### src/sv/button_volume_power_controller_assert.svh
// Assertion macros shared by the controller modules.
// Used through `include; needs no package.
`ifndef BUTTON_VOLUME_POWER_CONTROLLER_ASSERT_SVH
`define BUTTON_VOLUME_POWER_CONTROLLER_ASSERT_SVH

// Same-cycle implication, disabled while reset is low
`define BVP_ASSERT_IMP(lbl, clk, rst_n, ante, cons) \
    lbl: assert property (@(posedge clk) disable iff (!(rst_n)) (ante) |-> (cons)) \
        else $error("controller assertion failed");

// Next-cycle implication, disabled while reset is low
`define BVP_ASSERT_NXT(lbl, clk, rst_n, ante, cons) \
    lbl: assert property (@(posedge clk) disable iff (!(rst_n)) (ante) |=> (cons)) \
        else $error("controller assertion failed");

`endif

### src/sv/bvp_pkg.sv
// Package for the button volume and power controller: request and result
// structs, configuration struct, register indexes, codes and reset values.
`timescale 1ns / 1ps

package bvp_pkg;

    // Register indexes on the configuration port
    typedef enum logic [3:0] {
        CFG_VOLUME_STEP      = 4'd0,
        CFG_VOLUME_MAX       = 4'd1,
        CFG_REMUTE_DELAY     = 4'd2,
        CFG_IDLE_LIMIT       = 4'd3,
        CFG_BATTERY_INTERVAL = 4'd4,
        CFG_LOW_THRESHOLD    = 4'd5,
        CFG_FULL_THRESHOLD   = 4'd6,
        CFG_OVER_THRESHOLD   = 4'd7
    } t_cfg_index;

    // Beep codes
    localparam logic [1:0] BEEP_NONE  = 2'd0;
    localparam logic [1:0] BEEP_STEP  = 2'd1;
    localparam logic [1:0] BEEP_LIMIT = 2'd2;

    // Mute action codes
    localparam logic [1:0] MUTE_NONE   = 2'd0;
    localparam logic [1:0] MUTE_UNMUTE = 2'd1;
    localparam logic [1:0] MUTE_MUTE   = 2'd2;

    // Battery classes
    localparam logic [1:0] BATT_NORMAL = 2'd0;
    localparam logic [1:0] BATT_LOW    = 2'd1;
    localparam logic [1:0] BATT_OVER   = 2'd2;
    localparam logic [1:0] BATT_FULL   = 2'd3;

    // Volume limits and reset level
    localparam logic [6:0] VOLUME_CEIL  = 7'd127;
    localparam logic [6:0] VOLUME_RESET = 7'd50;

    // Configuration reset values
    localparam logic [6:0]  RST_VOLUME_STEP      = 7'd10;
    localparam logic [6:0]  RST_VOLUME_MAX       = 7'd100;
    localparam logic [31:0] RST_REMUTE_DELAY     = 32'd800;
    localparam logic [31:0] RST_IDLE_LIMIT       = 32'd600000000;
    localparam logic [31:0] RST_BATTERY_INTERVAL = 32'd1000000;
    localparam logic [12:0] RST_LOW_THRESHOLD    = 13'd2700;
    localparam logic [12:0] RST_FULL_THRESHOLD   = 13'd3600;
    localparam logic [12:0] RST_OVER_THRESHOLD   = 13'd3870;

    typedef struct packed {
        logic [6:0]  volume_step;
        logic [6:0]  volume_max;
        logic [31:0] remute_delay;
        logic [31:0] idle_limit;
        logic [31:0] battery_interval;
        logic [12:0] low_threshold_mv;
        logic [12:0] full_threshold_mv;
        logic [12:0] over_threshold_mv;
    } t_cfg;

    typedef struct packed {
        logic [47:0] now_us;
        logic        big_ear;
        logic        small_ear;
        logic        playing;
        logic [12:0] pack_mv;
    } t_item;

    typedef struct packed {
        logic [6:0] volume_level;
        logic       volume_changed;
        logic [1:0] up_beep;
        logic [1:0] down_beep;
        logic [1:0] mute_action;
        logic       battery_valid;
        logic [1:0] battery_class;
        logic       low_battery_alarm;
        logic       power_off;
    } t_result;

endpackage

### src/sv/button_volume_power_controller.sv
// Button volume and power controller. A request passes through the input
// register, then the result register.
// Throughput: one request per cycle; a stalled result blocks intake only once
// the request register behind it is also full.
// Reset (i_rst_n low, synchronous) empties both stages, resets the tick
// state and loads the configuration registers with their default values.
`timescale 1ns / 1ps
`include "button_volume_power_controller_assert.svh"

module button_volume_power_controller (
    input  logic        i_clk,
    input  logic        i_rst_n,

    input  logic        i_cfg_wr_en,
    input  logic [3:0]  i_cfg_index,
    input  logic [31:0] i_cfg_data,

    input  logic        i_in_valid,
    output logic        o_in_stall,
    input  logic [47:0] i_now_us,
    input  logic        i_big_ear,
    input  logic        i_small_ear,
    input  logic        i_playing,
    input  logic [12:0] i_pack_mv,

    output logic        o_out_valid,
    input  logic        i_out_stall,
    output logic [6:0]  o_volume_level,
    output logic        o_volume_changed,
    output logic [1:0]  o_up_beep,
    output logic [1:0]  o_down_beep,
    output logic [1:0]  o_mute_action,
    output logic        o_battery_valid,
    output logic [1:0]  o_battery_class,
    output logic        o_low_battery_alarm,
    output logic        o_power_off
);

    bvp_pkg::t_cfg    cfg;
    bvp_pkg::t_item   r_in;
    bvp_pkg::t_result r_out;
    bvp_pkg::t_result tick_result;
    logic             r_in_valid,  n_in_valid;
    logic             r_out_valid, n_out_valid;
    logic             in_accept;
    logic             advance;

    bvp_cfg u_cfg (
        .i_clk   (i_clk),
        .i_rst_n (i_rst_n),
        .i_wr_en (i_cfg_wr_en),
        .i_index (i_cfg_index),
        .i_data  (i_cfg_data),
        .o_cfg   (cfg)
    );

    bvp_tick u_tick (
        .i_clk     (i_clk),
        .i_rst_n   (i_rst_n),
        .i_advance (advance),
        .i_item    (r_in),
        .i_cfg     (cfg),
        .o_result  (tick_result)
    );

    // Move a request on when the result register is free or being drained
    assign advance    = r_in_valid && !(r_out_valid && i_out_stall);
    assign o_in_stall = r_in_valid && r_out_valid && i_out_stall;
    assign in_accept  = i_in_valid && !o_in_stall;

    always_comb begin
        n_in_valid  = in_accept || (r_in_valid && !advance);
        n_out_valid = advance || (r_out_valid && i_out_stall);
    end

    // Hold the stage valid flags
    always_ff @(posedge i_clk) begin
        if (!i_rst_n) begin
            r_in_valid  <= 1'b0;
            r_out_valid <= 1'b0;
        end else begin
            r_in_valid  <= n_in_valid;
            r_out_valid <= n_out_valid;
        end
    end

    // Load request and result payloads
    always_ff @(posedge i_clk) begin
        if (in_accept) begin
            r_in.now_us    <= i_now_us;
            r_in.big_ear   <= i_big_ear;
            r_in.small_ear <= i_small_ear;
            r_in.playing   <= i_playing;
            r_in.pack_mv   <= i_pack_mv;
        end
        if (advance) begin
            r_out <= tick_result;
        end
    end

    assign o_out_valid         = r_out_valid;
    assign o_volume_level      = r_out.volume_level;
    assign o_volume_changed    = r_out.volume_changed;
    assign o_up_beep           = r_out.up_beep;
    assign o_down_beep         = r_out.down_beep;
    assign o_mute_action       = r_out.mute_action;
    assign o_battery_valid     = r_out.battery_valid;
    assign o_battery_class     = r_out.battery_class;
    assign o_low_battery_alarm = r_out.low_battery_alarm;
    assign o_power_off         = r_out.power_off;

    `BVP_ASSERT_NXT(a_advance_lands, i_clk, i_rst_n, advance, r_out_valid)
    `BVP_ASSERT_NXT(a_accept_held, i_clk, i_rst_n, in_accept, r_in_valid)
    `BVP_ASSERT_IMP(a_stall_full, i_clk, i_rst_n, o_in_stall, r_in_valid && !advance)

endmodule

### src/sv/bvp_cfg.sv
// Configuration register file of the controller.
// Depends on bvp_pkg for the register struct, indexes and reset values.
`timescale 1ns / 1ps

module bvp_cfg (
    input  logic              i_clk,
    input  logic              i_rst_n,
    input  logic              i_wr_en,
    input  logic [3:0]        i_index,
    input  logic [31:0]       i_data,
    output bvp_pkg::t_cfg     o_cfg
);

    bvp_pkg::t_cfg r_cfg;
    bvp_pkg::t_cfg n_cfg;

    // Decode the write; unknown indexes leave everything alone
    always_comb begin
        n_cfg = r_cfg;
        if (i_wr_en) begin
            case (bvp_pkg::t_cfg_index'(i_index))
                bvp_pkg::CFG_VOLUME_STEP:      n_cfg.volume_step       = i_data[6:0];
                bvp_pkg::CFG_VOLUME_MAX:       n_cfg.volume_max        = i_data[6:0];
                bvp_pkg::CFG_REMUTE_DELAY:     n_cfg.remute_delay      = i_data;
                bvp_pkg::CFG_IDLE_LIMIT:       n_cfg.idle_limit        = i_data;
                bvp_pkg::CFG_BATTERY_INTERVAL: n_cfg.battery_interval  = i_data;
                bvp_pkg::CFG_LOW_THRESHOLD:    n_cfg.low_threshold_mv  = i_data[12:0];
                bvp_pkg::CFG_FULL_THRESHOLD:   n_cfg.full_threshold_mv = i_data[12:0];
                bvp_pkg::CFG_OVER_THRESHOLD:   n_cfg.over_threshold_mv = i_data[12:0];
                default: n_cfg = r_cfg;
            endcase
        end
    end

    // Hold the registers, load defaults on reset
    always_ff @(posedge i_clk) begin
        if (!i_rst_n) begin
            r_cfg.volume_step       <= bvp_pkg::RST_VOLUME_STEP;
            r_cfg.volume_max        <= bvp_pkg::RST_VOLUME_MAX;
            r_cfg.remute_delay      <= bvp_pkg::RST_REMUTE_DELAY;
            r_cfg.idle_limit        <= bvp_pkg::RST_IDLE_LIMIT;
            r_cfg.battery_interval  <= bvp_pkg::RST_BATTERY_INTERVAL;
            r_cfg.low_threshold_mv  <= bvp_pkg::RST_LOW_THRESHOLD;
            r_cfg.full_threshold_mv <= bvp_pkg::RST_FULL_THRESHOLD;
            r_cfg.over_threshold_mv <= bvp_pkg::RST_OVER_THRESHOLD;
        end else begin
            r_cfg <= n_cfg;
        end
    end

    assign o_cfg = r_cfg;

endmodule

### src/sv/bvp_tick.sv
// Per-tick logic: button edges, volume, remute deadline, battery class and
// poweroff latch, with their state. Depends on bvp_pkg and the assert header.
`timescale 1ns / 1ps
`include "button_volume_power_controller_assert.svh"

module bvp_tick (
    input  logic              i_clk,
    input  logic              i_rst_n,
    input  logic              i_advance,
    input  bvp_pkg::t_item    i_item,
    input  bvp_pkg::t_cfg     i_cfg,
    output bvp_pkg::t_result  o_result
);

    logic        r_big_prev,  n_big_prev;
    logic        r_small_prev, n_small_prev;
    logic [6:0]  r_volume,    n_volume;
    logic [47:0] r_deadline,  n_deadline;
    logic [47:0] r_last_act,  n_last_act;
    logic [47:0] r_last_batt, n_last_batt;
    logic        r_off_latched, n_off_latched;

    logic [48:0] batt_diff;
    logic [48:0] act_diff;
    logic [48:0] dl_sum;
    logic [47:0] dl_new;
    logic [7:0]  up_sum;
    logic [6:0]  vol_mid;
    logic        big_rise;
    logic        small_rise;
    logic        batt_hit;
    logic        activity;

    // Elapsed times and the new deadline, all in parallel on the old state
    assign batt_diff = {1'b0, i_item.now_us} - {1'b0, r_last_batt};
    assign act_diff  = {1'b0, i_item.now_us} - {1'b0, r_last_act};
    assign dl_sum    = {1'b0, i_item.now_us} + {17'd0, i_cfg.remute_delay};
    assign dl_new    = dl_sum[48] ? {48{1'b1}} : dl_sum[47:0];
    assign up_sum    = {1'b0, r_volume} + {1'b0, i_cfg.volume_step};

    assign big_rise   = i_item.big_ear & ~r_big_prev;
    assign small_rise = i_item.small_ear & ~r_small_prev;
    assign activity   = i_item.big_ear | i_item.small_ear | i_item.playing;
    assign batt_hit   = ~batt_diff[48] &&
                        (batt_diff[47:0] > {16'd0, i_cfg.battery_interval});

    // Next state and result of the tick
    always_comb begin
        n_big_prev    = i_item.big_ear;
        n_small_prev  = i_item.small_ear;
        n_volume      = r_volume;
        n_deadline    = r_deadline;
        n_last_act    = r_last_act;
        n_last_batt   = r_last_batt;
        n_off_latched = r_off_latched;
        vol_mid       = r_volume;

        o_result = '0;

        if (r_off_latched) begin
            // Latched off: freeze state, report volume and poweroff only
            n_big_prev   = r_big_prev;
            n_small_prev = r_small_prev;
            o_result.volume_level = r_volume;
            o_result.power_off    = 1'b1;
        end else begin
            // Battery class, low first, then over, then full
            if (batt_hit) begin
                o_result.battery_valid = 1'b1;
                n_last_batt = i_item.now_us;
                if (i_item.pack_mv < i_cfg.low_threshold_mv) begin
                    o_result.battery_class     = bvp_pkg::BATT_LOW;
                    o_result.low_battery_alarm = 1'b1;
                end else if (i_item.pack_mv > i_cfg.over_threshold_mv) begin
                    o_result.battery_class     = bvp_pkg::BATT_OVER;
                    o_result.low_battery_alarm = 1'b1;
                end else if (i_item.pack_mv > i_cfg.full_threshold_mv) begin
                    o_result.battery_class = bvp_pkg::BATT_FULL;
                end else begin
                    o_result.battery_class = bvp_pkg::BATT_NORMAL;
                end
            end

            // Up press, saturating at the top of the field
            if (big_rise) begin
                o_result.mute_action = bvp_pkg::MUTE_UNMUTE;
                n_deadline = dl_new;
                if (r_volume < i_cfg.volume_max) begin
                    vol_mid = up_sum[7] ? bvp_pkg::VOLUME_CEIL : up_sum[6:0];
                    o_result.volume_changed = 1'b1;
                    o_result.up_beep = bvp_pkg::BEEP_STEP;
                end else begin
                    o_result.up_beep = bvp_pkg::BEEP_LIMIT;
                end
            end
            n_volume = vol_mid;

            // Down press on the volume left by the up press
            if (small_rise) begin
                o_result.mute_action = bvp_pkg::MUTE_UNMUTE;
                n_deadline = dl_new;
                if (vol_mid >= i_cfg.volume_step) begin
                    n_volume = vol_mid - i_cfg.volume_step;
                    o_result.volume_changed = 1'b1;
                    o_result.down_beep = bvp_pkg::BEEP_STEP;
                end else begin
                    o_result.down_beep = bvp_pkg::BEEP_LIMIT;
                end
            end

            // Remute; a fresh deadline is never behind now, so only an old one fires
            if (!big_rise && !small_rise && (r_deadline != 48'd0) &&
                (i_item.now_us > r_deadline)) begin
                n_deadline = 48'd0;
                o_result.mute_action = i_item.playing ? bvp_pkg::MUTE_UNMUTE
                                                      : bvp_pkg::MUTE_MUTE;
            end

            // Activity resets the idle clock; otherwise test the timeout
            if (activity) begin
                n_last_act = i_item.now_us;
            end else if (~act_diff[48] &&
                         (act_diff[47:0] > {16'd0, i_cfg.idle_limit})) begin
                n_off_latched = 1'b1;
            end

            o_result.volume_level = n_volume;
            o_result.power_off    = n_off_latched;
        end
    end

    // Advance state only when the request moves to the result register
    always_ff @(posedge i_clk) begin
        if (!i_rst_n) begin
            r_big_prev    <= 1'b0;
            r_small_prev  <= 1'b0;
            r_volume      <= bvp_pkg::VOLUME_RESET;
            r_deadline    <= 48'd0;
            r_last_act    <= 48'd0;
            r_last_batt   <= 48'd0;
            r_off_latched <= 1'b0;
        end else if (i_advance) begin
            r_big_prev    <= n_big_prev;
            r_small_prev  <= n_small_prev;
            r_volume      <= n_volume;
            r_deadline    <= n_deadline;
            r_last_act    <= n_last_act;
            r_last_batt   <= n_last_batt;
            r_off_latched <= n_off_latched;
        end
    end

    `BVP_ASSERT_NXT(a_off_sticky, i_clk, i_rst_n, r_off_latched, r_off_latched)
    `BVP_ASSERT_IMP(a_off_quiet, i_clk, i_rst_n, r_off_latched,
        !o_result.volume_changed && (o_result.mute_action == bvp_pkg::MUTE_NONE) &&
        !o_result.battery_valid)
    `BVP_ASSERT_IMP(a_batt_idle, i_clk, i_rst_n, !o_result.battery_valid,
        (o_result.battery_class == bvp_pkg::BATT_NORMAL) && !o_result.low_battery_alarm)
    `BVP_ASSERT_IMP(a_change_beep, i_clk, i_rst_n, o_result.volume_changed,
        (o_result.up_beep == bvp_pkg::BEEP_STEP) || (o_result.down_beep == bvp_pkg::BEEP_STEP))

endmodule
### config.mk
export PLATFORM = sky130hd
export DESIGN_NAME = button_volume_power_controller
export DESIGN_NICKNAME = d
export VERILOG_FILES = /design/src/sv/bvp_pkg.sv /design/src/sv/button_volume_power_controller.sv /design/src/sv/bvp_cfg.sv /design/src/sv/bvp_tick.sv
export VERILOG_INCLUDE_DIRS = /design/src /design/src/sv
export SDC_FILE = /design/constraint.sdc
export NUM_CORES = 1
export LEC_CHECK = 0
export BUFFER_PORTS_ARGS = -buffer_cell sky130_fd_sc_hd__buf_2
export CAP_MARGIN = 20
export CORE_MARGIN = 2
export CORE_UTILIZATION = 60
export DETAILED_ROUTE_END_ITERATION = 8
export PLACE_DENSITY = 0.77
export SLEW_MARGIN = 20
export SYNTH_ARGS = -nofsm -noshare
export SYNTH_HDL_FRONTEND = slang
export SYNTH_HIERARCHICAL = 1
export SYNTH_SLANG_ARGS = --single-unit
### constraint.sdc
create_clock -name i_clk -period 7.99 [get_ports i_clk]
set_clock_uncertainty 0.05 [all_clocks]
set_input_delay 0.3995 -clock i_clk [delete_from_list [all_inputs] [get_ports i_clk]]
set_output_delay 0.3995 -clock i_clk [all_outputs]
set_load 0.05 [all_outputs]
==> impl_metrics.tcl, run 1 <==
set metrics [dict create \
    place.gp.congestion 0.959 \
    port_buffers 125 \
    syn_area_per_cell_um2 8.41 \
    area_growth_pct 12.1 \
    tightest_slew_ps 1070 \
    ant_nets 0 \
    synth_fa_ha_area_share_pct 14.3 \
    fin_area_um2 30000 \
    clk-insertion-delay-late_ps 590 \
    crit_path_cell_trace "ha_1 -> a21oi_1 -> o21ai_1 -> a2111oi_0 -> nand3_1 -> and2_1 -> a31oi_1 -> o21ai_0 -> xor2_1 -> ha_1 -> a21oi_1 -> nor2_1 -> a2111oi_0 -> nor2_1 -> a2111oi_0 -> a21oi_1 -> nor4_1 -> o2111ai_1 -> and4b_1 -> a21oi_4 -> buf_4 -> mux2i_1" \
    post-route-util_pct 67.9 \
    vias 23800 \
    drt_wl_total_mm 78.8 \
    layout_commonest_cell "nand2_1" \
    fin_cells 3951 \
    p_leak_nw 12.9 \
    netSwitchingFraction_pct 30.5 \
    clkSlewWorstSetupHoldPaths_ps 60 \
    cts_buffers 45 \
    worst-endpoint-arrival_ps 6500 \
    end_kind "flop" \
    antenna_found_initial 0 \
    status "finished clean" \
    tns_ps 0 \
    cts_sinks 388 \
    synthArstFlopShare_pct 0 \
    overflow 0 \
    dr_wl_met3_mm 6.04 \
    setup_violations 0 \
    cts_buffer_depth 3 \
    dieArea_um2 46300 \
    fin_crit_ps 6110 \
    ys.warnings.count 6 \
    cp_slowest_stage_delay_ps 490 \
    layout_common_cells "490 x nand2_1, 312 x inv_1, 305 x dfxtp_1" \
    top_layer_used "met4" \
    path_max_fanout 48 \
    hold_path_class "input port to flop" \
    synth_top_area_share_pct 22.8 \
    grt_usage_pct 33.3 \
    drc 0 \
    core_um2 44100 \
    row_count 77 \
    cts_root_buf "clkbuf_16" \
    nets 3729 \
    drt_iter0_markers 2168 \
    syn-num-nets 3590 \
    wl_met1_mm 35.7 \
    grt_pass1_vias 23300 \
    cts_resized 0 \
    p_clk_share_pct 39.1 \
    htreeDepth 2 \
    dr.pass1.iters 5 \
    crit_required_ps 8380 \
    synth_edf_count 83 \
    rsz0062_at_grt "no" \
    grt_max_degree 127 \
    synth_top_family_by_area "compound AO/OA/AOI/OAI gates" \
    finalPower_mw 5.74 \
    viasPerCell 6.02 \
    vdd_drop_max_mv 0.194 \
    syn-cell-area_um2 26700 \
    synth.area.mux_share_pct 7.49 \
    die_h_um 215 \
    dp_hpwl_mm 59.5 \
    reg2reg_slack_ps 1880 \
    finalHoldViolations 0 \
    grt_pass1_wl_mm 123 \
    post_drt_wl_per_cell_um 20.0 \
    start_util_pct 60.6 \
    synthTopCellsByArea "dfxtp_1 23%, ha_1 14%, edfxtp_1 9.3%" \
    cts_tree "done" \
    die_width_um 215 \
    dpl-instance-area_um2 27700 \
    synth-xor-area-share_pct 3.90 \
    wl_met2_mm 34.7 \
    slew_headroom_pct 28.5 \
    drive_gt1_share_pct 7.77 \
    internal_power_mw 3.99 \
    maxCapViolCount 0 \
    critical_path_class "flop to flop" \
    p_comb_share_pct 23.0 \
    ys_seq_area_share_pct 32.1 \
    pin_count 126 \
    ys_types 92 \
    synth_ff_type "dfxtp_1" \
    seqPwrFrac_pct 37.9 \
    dp.cells 3801 \
    yosys.area.top_type "dfxtp_1" \
    netSwitchingPower_mw 1.75 \
    slowest_stage "edfxtp_1" \
    fmax_ghz 0.164 \
    synth_compound_gate_area_share_pct 18.2 \
    startpoint_type "flop" \
    min_period_over_period_pct 76.4 \
    synth-seq-cells 388 \
    p_per_area_nw_per_um2 191 \
    synthCells 3182 \
    slew_violations 0 \
    yosys.area_share.simple_pct 17.4 \
]
cells in the mapped netlist (6+ instances only):
library cell	number
nand2_1	490
inv_1	312
dfxtp_1	305
ha_1	298
a21oi_1	212
mux2i_1	189
o21ai_0	139
nor2_1	122
a21o_1	85
edfxtp_1	83
xnor2_1	74
nor2b_1	68
clkbuf_1	64
a21boi_0	61
nand3_1	54
nand4_1	53
xor2_1	45
nand2b_1	42
nor3_1	37
o21ai_1	33
o21a_1	31
o211ai_1	30
buf_2	26
and3_1	25
nor4_1	24
o21bai_1	22
a31oi_1	20
and2_1	17
a211oi_1	15
o221ai_1	12
a2111oi_0	10
mux2_2	10
a211o_1	9
a221oi_1	9
buf_6	9
o31ai_1	9
o22ai_1	8
and4_1	7
buf_4	7
or2_2	7
nand3b_1	6
nor3b_1	6
cells by family (layout without fill, tap and decap cells):
logic type / after synthesis / in the layout
mux: 199 / 199
simple gates: 988 / 988
buf+inv: 425 / 601
other cells: 0 / 1
compound gates: 760 / 760
flops: 388 / 388
xor+xnor: 119 / 119
fa+ha+maj: 303 / 303
worst max-delay path: cells and delay by family, from the launching register on:
kind                     cells  cell delay, ps
AND/OR/NAND/NOR              6            1180
adder cells (fa/ha/maj)      2             720
multiplexers                 1             220
AO/OA/AOI/OAI               11            2680
flip-flops                   1             490
buffers and inverters        1             350
XOR/XNOR                     1             170
registers in the layout, summed over array words and instances, names as in the netlist, 2 cells and up:
| signal | flops |
|---|---|
| u_cfg/o_cfg | 149 |
| o_mute_action | 2 |
| u_tick/r_volume | 7 |
| u_tick/r_last_batt | 48 |
| o_battery_class | 2 |
| u_tick/r_deadline | 48 |
| u_tick/r_last_act | 48 |
| o_volume_level | 7 |
| o_up_beep | 2 |
| o_down_beep | 2 |
| r_in | 64 |
repair_timing:
item | CTS | global route
endpoints found under the hold margin | 65 | 0
setup buffers | 0 | 0
hold buffers | 65 | 0
layout make-up:
type / count / area [um^2]
multi-input cells: 2369 / 16500
repair buffers: 204 / 1400
flip-flops and latches: 388 / 8600
clock inverters: 23 / 342
inverters: 313 / 1170
well taps: 592 / 741
fillers: 3649 / 14200
clock buffers: 61 / 1260
diodes: 1 / 2.50
path summary, 6_finish.rpt:
check,start,cells after the start,end
hold reg to reg,u_tick/r_last_batt[42],2,u_tick/r_last_batt[42]
setup / recovery,r_in[30],22,u_tick/r_last_batt[11]
setup reg to reg,r_in[30],22,u_tick/r_last_batt[11]
hold / removal,i_cfg_data[14],3,u_cfg/o_cfg[117]
metrics by stage:
step,setup WS [ps],hold slack [ps]
6_report,1880,31.8
5_1_grt,1520,47.6
4_1_cts,2050,7.00
3_5_place_dp,2060,397
3_3_place_gp,2190,389
2_1_floorplan,2940,381
metal layers:
layer / GRT usage (%) / up-vias
met2: 52.7 / 927
met3: 5.46 / 138
li1: - / 11500
met5: 0 / -
met4: 11.1 / 0
met1: 46.1 / 11300
power by group through the flow:
stage / clock [mW] / combinational (mW) / sequential (mW)
5_1_grt: 2.35 / 1.45 / 2.18
3_5_place_dp: 0 / 1.26 / 2.21
3_3_place_gp: 0 / 1.23 / 2.21
2_1_floorplan: 0 / 0.914 / 2.21
6_report: 2.24 / 1.32 / 2.17
4_1_cts: 2.27 / 1.29 / 2.17
No activity file was read; power rests on OpenSTA's default activity.
==> run 2: changes to the inputs <==
--- a/config.mk
+++ b/config.mk
@@ -9,7 +9,7 @@
 export BUFFER_PORTS_ARGS = -buffer_cell sky130_fd_sc_hd__buf_2
 export CAP_MARGIN = 20
 export CORE_MARGIN = 2
-export CORE_UTILIZATION = 60
+export CORE_UTILIZATION = 57
 export DETAILED_ROUTE_END_ITERATION = 8
 export PLACE_DENSITY = 0.77
 export SLEW_MARGIN = 20
==> constraint.sdc (replaced) <==
create_clock -name i_clk -period 5.3 [get_ports i_clk]
set_clock_uncertainty 0.05 [all_clocks]
set_input_delay 0.265 -clock i_clk [delete_from_list [all_inputs] [get_ports i_clk]]
set_output_delay 0.265 -clock i_clk [all_outputs]
set_load 0.05 [all_outputs]
==> run 2 against run 1 <==
Compared with the run above:
- power rose by 51%
- global-route usage down 1.1 points
- utilization down 0.26 points
- critical endpoint is now o_power_off
- register-to-register slack got worse by 1800 ps
- wire length rose by 2.3%
- critical path type unchanged
- fmax increased by 18%
- highest routed layer unchanged
- largest power group is now sequential cells
- worst hold slack better by 35 ps
- count of clock-buffer cells in the layout decreased by 2
==> impl_metrics.tcl, run 2 (same netlist as run 1, synthesis figures left out) <==
set metrics [dict create \
    netSwitchingFraction_pct 31.4 \
    vdd_drop_max_mv 0.332 \
    finalPower_mw 8.65 \
    drc 0 \
    grt_max_degree 172 \
    reg2reg_slack_ps 130 \
    dr.pass1.iters 5 \
    cts_buffer_depth 3 \
    maxCapViolCount 0 \
    port_buffers 125 \
    slew_headroom_pct 27.2 \
    clk-insertion-delay-late_ps 600 \
    worst-endpoint-arrival_ps 5460 \
    netSwitchingPower_mw 2.72 \
    seqPwrFrac_pct 37.6 \
    p_comb_share_pct 25.4 \
    antenna_cells 0 \
    fin_crit_ps 5170 \
    pin_count 126 \
    slew_violations 0 \
    cts_sinks 388 \
    setup_violations 0 \
    dieArea_um2 48700 \
    layout_common_cells "489 x nand2_1, 311 x inv_1, 305 x dfxtp_1" \
    viasPerCell 5.96 \
    start_util_pct 57.6 \
    startpoint_type "flop" \
    ant_nets 0 \
    p_per_area_nw_per_um2 275 \
    status "finished clean" \
    crit_start "r_in[25]" \
    cts_root_buf "clkbuf_16" \
    crit_end "o_power_off" \
    overflow 0 \
    htreeDepth 2 \
    hold_path_class "input port to flop" \
    grt_pass1_vias 23600 \
    clkSlewWorstSetupHoldPaths_ps 60 \
    drt_iter0_markers 2014 \
    end_kind "flop" \
    core_um2 46500 \
    post_drt_wl_per_cell_um 19.6 \
    layout_commonest_cell "nand2_1" \
    place.gp.congestion 0.961 \
    fmax_ghz 0.193 \
    drt_wl_total_mm 80.7 \
    tightest_slew_ps 1090 \
    worstRegToRegCells 21 \
    tns_ps 0 \
    rr_endpoint "o_power_off" \
    internal_power_mw 5.93 \
    path_max_fanout 7 \
    die_width_um 221 \
    min_period_over_period_pct 97.6 \
    row_count 79 \
    cts_tree "done" \
    p_leak_nw 13.6 \
    nets 3883 \
    critical_path_class "flop to flop" \
    vias 24600 \
    grt_usage_pct 32.1 \
    grt_pass1_wl_mm 123 \
    drive_gt1_share_pct 12.4 \
    r2r_start "r_in[25]" \
    n_fill_cell 3769 \
    die_h_um 221 \
    p_clk_share_pct 36.9 \
    antenna_found_initial 0 \
    dp_hpwl_mm 60.5 \
    largest_reg_flops 149 \
    cts_buffers 44 \
    area_growth_pct 17.5 \
    finalHoldViolations 0 \
    crit_required_ps 5590 \
]
-- run 2: cell count changes in the layout (fill, tap and decap cells not counted), moves of 5 or more --
cell / previous run / this run
buf_4: 13 / 138
dlygate4sd3_1: 65 / 87
a21oi_1: 210 / 199
a21oi_2: 1 / 12
ha_1: 298 / 292
buf_12: 0 / 5
o21ai_0: 139 / 134
-- run 2: worst min-delay path by stage --
stage | slack (ps) | startpoint | endpoint | depth (start not counted)
after floorplan | 310 | i_pack_mv[0] | r_in[0] | 0
after global placement | 390 | i_now_us[45] | r_in[61] | 1
after detailed placement | 390 | i_now_us[30] | r_in[46] | 1
after CTS | 20 | i_cfg_data[20] | u_cfg/o_cfg[91] | 3
after global routing | 50 | i_cfg_data[13] | u_cfg/o_cfg[116] | 3
final | 70 | i_cfg_data[20] | u_cfg/o_cfg[91] | 3
-- run 2: layer usage --
layer / vias up / share of wire, % / global-route usage [%]
met1: 11700 / 44 / 43.2
met3: 201 / 6.8 / 4.51
met2: 927 / 45 / 52.3
met4: 0 / 3.8 / 12.4
li1: 11800 / - / -
met5: - / 0 / 0
-- run 2: repair_timing --
action,in CTS,in global routing
pin swaps,2,25
resized for setup,8,56
gates cloned,0,1
hold buffers,87,0
endpoints found under the hold margin,118,0
buffers inserted,1,8
setup endpoints to repair,22,55
-- run 2: area by class of cell --
cell class	instances	area, um^2	area share (%)
clock inverter	23	313	0.995
sequential	388	8600	27.4
clock buffer	59	1190	3.78
timing repair buffer	359	2710	8.60
inverter	313	1170	3.74
multi-input combinational	2369	16700	53.1
tap	607	759	2.42
-- run 2: worst max-delay path, stage by stage (launching register included) --
cell and delay [ps]:
edfxtp_1 500, buf_4 190, ha_2 370, nand2_1 150, nor3_1 270, o21ai_2 160, a2111oi_2 370, nor2_2 120
nand2_1 140, xor2_2 170, ha_1 270, a211o_1 280, o211ai_1 90, a21oi_1 90, o211a_1 230, a211oi_2 170
a21oi_2 80, nor4b_2 220, and4_1 220, nand4_1 100, or4_4 530, a2bb2oi_1 160
-- run 2: per-stage QoR --
step	utilization [%]	hold WS, ps	cell area [um^2]	setup WS (ps)	cells
after floorplan	-	314	26700	252	3182
after global placement	61.7	391	28700	-74.7	3937
after detailed placement	61.7	393	28700	-177	3937
after CTS	66.9	22.4	31100	-3.88	4107
after global routing	67.7	49.6	31400	-54.1	4118
final	67.7	66.5	31400	128	4118
-- run 2: power by group through the flow --
stage / registers [mW] / clock network [mW] / logic (mW)
floorplan: 3.33 / 0 / 1.38
global placement: 3.31 / 0 / 1.96
detailed placement: 3.31 / 0 / 2.02
CTS: 3.25 / 3.23 / 2.09
global route: 3.26 / 3.35 / 2.42
finish: 3.26 / 3.19 / 2.20
